==> config.mk <==
export PLATFORM = sky130hd
export DESIGN_NAME = dll_link_ram
export DESIGN_NICKNAME = d
export VERILOG_FILES = /design/src/rtl/core/dll_link_ram.sv
export SDC_FILE = /design/constraint.sdc
export NUM_CORES = 2
export LEC_CHECK = 0
export BUFFER_PORTS_ARGS = -buffer_cell sky130_fd_sc_hd__buf_2
export CORE_MARGIN = 10
export CORE_UTILIZATION = 51
export CTS_CLUSTER_SIZE = 10
export DETAILED_ROUTE_END_ITERATION = 8
export PLACE_DENSITY = 0.74
export SKIP_CTS_REPAIR_TIMING = 1
export SLEW_MARGIN = 10
export SYNTH_ARGS = -nofsm -noshare
export SYNTH_HDL_FRONTEND = slang
export SYNTH_SLANG_ARGS = --single-unit
==> constraint.sdc <==
create_clock -name clk -period 2.7 [get_ports clk]
set_input_delay 0.54 -clock clk [delete_from_list [all_inputs] [get_ports clk]]
set_output_delay 0.54 -clock clk [all_outputs]
set_load 0.02 [all_outputs]
==> src/rtl/core/dll_link_ram.sv <==
// Link table: single write port, single read port, registered read data.
module dll_link_ram #(
  parameter int DEPTH = 256,
  parameter int AW    = 8,
  parameter int DW    = 9
) (
  input  logic          clk,
  input  logic          we,
  input  logic [AW-1:0] waddr,
  input  logic [DW-1:0] wdata,
  input  logic [AW-1:0] raddr,
  output logic [DW-1:0] rdata
);

  logic [DW-1:0] mem [DEPTH];

  always_ff @(posedge clk) begin
    if (we) begin
      mem[waddr] <= wdata;
    end
    rdata <= mem[raddr];
  end

endmodule

# Word-level counts from Yosys, hierarchy flattened
# Memory sizes are Yosys's and may differ from the RTL's. A register that Yosys moved wholly into a read port is not among the register bits.
# Cells that the tools add are included.
# Widths: inputs -> output; s select.
word_totals:
  ff_bits: 0
  memories: 1
  input_bits: 27
  ramBits: 2304
  word_cells: 3
  out_inout_bits: 9
classes:
  mux: 2
memory_table:
  columns: ["memory", "depth", "word_bits", "rd", "rd_clocked_by_memory_dff", "write_ports", "line_no", "source"]
  rows:
  - ["mem", 256, 9, 1, 1, 1, "15", "logic [DW-1:0] mem [DEPTH];"]
op_table:
  columns: ["operator", "count"]
  rows:
  - ["$mux 1", 2]

# Longest topological paths before layout
logic_depth:
  depth_word: 2
  mapped_depth: 11
  depth_no_buf: 6

# Least setup slack after synthesis
# Ideal clock, no wire load.
synth_timing:
  kind: "input port to flip-flop"
  startpoint: "input waddr[3]"
  endpoint: "memory mem[235][0] (enable)"
  path_slack_ps: 299
  path_stages: 6
  n_path_buf: 3
  setup_time_ps: 374
  required_ps: 2326
  arrival_ps: 2027
  cell_sequence: "clkbuf_1 > nor2b_1 > clkbuf_1 > nand4_1 > clkbuf_1 > nor2_1"
synth_rtl:
  columns: ["item", "line_no", "source"]
  rows:
  - ["from (decl)", "9", "input logic [AW-1:0] waddr,"]
  - ["to (decl)", "15", null]
# No word-level cell before the write port.

==> metrics <==
Tmin final 2.67 ns; Clock Power Share 0.424; ys async rst share 0; CTS Buf Count 282; RSZ-0062 raised after global routing false; clk_skew around 0.069 ns; CP Launch Type primary input; largest net degree at the start of global routing 97; vias per cell 6.45; 1st-iter DRT viols around 7400; root buffer cell clkbuf_16; CP Class in2reg; Routed WL 234000 µm; count leader, synth edfxtp_1; leading area contributor after synthesis edfxtp_1; grt total ovfl 0; max frequency around 370 MHz; clock-pin slew on the worst setup and hold paths 0.06 ns; post-layout util 0.605; Die ar. 192000 µm²; Post-Layout Cell Count 7449; first-pass GRT wire length 341000 µm; Clock Sinks roughly 2300; CP Data Required Time 3.47 ns; # DRC 0; Seq/Total Area, Yosys 0.777; post-synth top area share 0.775; critical-path maximum fanout 20; P_leak 34.3 nW; Avg Inst Size Synth 21.1 µm²; Arr. time, crit path about 3.4 ns; Area Overhead vs Synth 17.9%; Seq pwr share 0.521; Sw Ratio 0.209; synthesized area 89300 µm²; DIE WIDTH 438 µm; max cap viols 0; Comb power frac 0.055; register bit total from synthesis 2313; TritonCTS clock tree done; Initial Util 0.513; H-tree lvl count 5; Synth Area in Adders 0; clk_lat worst skew 0.93 ns; synthesized instance count 4237; Mapped Nets between 4000 and 5000; Power, Total 76.3 mW; count of final hold-check violations 0; die height 438 µm; RD Place Congestion roughly 0.90; Max Slew Vio Count 0; mux share of post-synthesis cell area 0.143; Final setup viols 0; largest family of logic cells by synthesized area multiplexers; Rows 153; fin nets 5083; synth cell count leaders 2304 x edfxtp_1, 467 x mux4_2, 305 x nor2_1, 177 x mux2i_1, 174 x a22oi_1; Hold/Removal Path Class in2reg; total core area between 150000 and 200000 µm²; Int Power 60.3 mW; outcome completed; Inst Count DP 7097; ANT nets after route 0; io pins 36; YS warnings 0; share of layout cells above drive strength 1 0.312; number of flops mapped to enable cells by yosys 2304; DP Wirelength approximately 150000 µm; synth top area cells edfxtp_1 77%, mux4_2 12%, mux2i_1 2.0%; endpoint class of the critical path register; vias in the first global route a little under 50000; Synth cell types 57; final worst-path cycle share 0.988; NetSw 15.9 mW; Total GRT Usage 0.242; Port Buffers 35; Post-Synth Simple-Gate Area 0.0250; initial antenna violation count 11; Main synth FF type edfxtp_1; WHS 0.133 ns; Worst-Margin Slew 0.891 ns; Fill cells 11563; power per cell area ~720 nW/µm²; Max IR drop VDD approximately 0.78 mV; compound-gate portion of the synthesized area 0.0375; via count a little under 50000; Slew HR 0.398; largest buffer count on any clock path 4; xor/xnor share of the synthesized area 0; first-pass detailed-route iteration total 8; drt wl/cell 31.5 µm
## worst max-delay path: stages
cell      delay (ns)
buf_8           0.21
buf_12          0.20
buf_12          0.21
buf_4           0.22
mux4_2          0.52
o22ai_1         0.35
o21ai_0         0.35
a211oi_1        0.54
buf_4           0.20
nor4_1          0.04
## registers in the layout (all words and copies together) (netlist names)
register / flops
rdata: 9
mem: 2304
## cells by family (layout without fill, tap and decap cells)
family / count (synthesis) / count (layout)
flops: 2313 / 2313
mux: 674 / 674
simple gates: 500 / 500
compound gates: 489 / 489
buf+inv: 261 / 1143
other cells: 0 / 5
## cell usage in the layout (no fill, tap or decap), types with 35 or more instances in the layout
cell       count
edfxtp_1    2304
buf_4        674
mux4_2       467
nor2_1       303
clkbuf_16    290
mux2i_1      177
a22oi_1      174
a21oi_1       98
buf_12        86
o22ai_1       65
clkbuf_1      49
nand2_1       40
o221ai_1      35
## layer usage
layer / GRT usage / vias up / wire, µm
met1: 0.327 / 24892 / 84700
met5: 0 / - / 22
met4: 0.112 / 4 / 11900
met2: 0.380 / 3298 / 112000
met3: 0.0524 / 567 / 26200
li1: - / 19311 / -
## final timing paths
kind,end,startpoint,cells past startpoint,slack (ns)
worst max register to register,rdata[0],mem[210][0],7,0.06
worst min register to register,rdata[4],mem[227][4],7,1.13
worst min-delay path,mem[28][0],wdata[0],1,0.13
worst max-delay path,rdata[1],raddr[0],10,0.03
## metrics by stage
stage / cell area, µm² / TNS [ns] / setup WS [ns]
after detailed placement: 97700 / -6.74 / -1.11
after floorplan: 89300 / 0 / 0.299
final: 105000 / 0 / 0.0324
after global placement: 97700 / -6.50 / -1.02
after CTS: 105000 / -0.192 / -0.192
after global routing: 105000 / 0 / 0.0175
## power groups by stage
stage          clock network, mW  logic, mW  registers (mW)
2_1_floorplan                  0       1.88            40.4
3_3_place_gp                   0       4.05            40.4
3_5_place_dp                   0       4.13            40.4
4_1_cts                     32.7       4.17            39.7
5_1_grt                     34.0       4.38            39.7
6_report                    32.3       4.21            39.7
## layout make-up
| type | count | area, µm² | share of cell area |
|---|---|---|---|
| flip-flops and latches | 2313 | 69400 | 0.659 |
| clock inverters | 8 | 70.1 | 0.000666 |
| repair buffers | 794 | 7050 | 0.0670 |
| clock buffers | 339 | 7440 | 0.0707 |
| multi-input cells | 1663 | 18400 | 0.175 |
| well taps | 2325 | 2910 | 0.0276 |
| diodes | 5 | 12.5 | 0.000119 |
| inverters | 2 | 7.51 | 0.0000713 |
No activity file was read; power rests on OpenSTA's default activity.
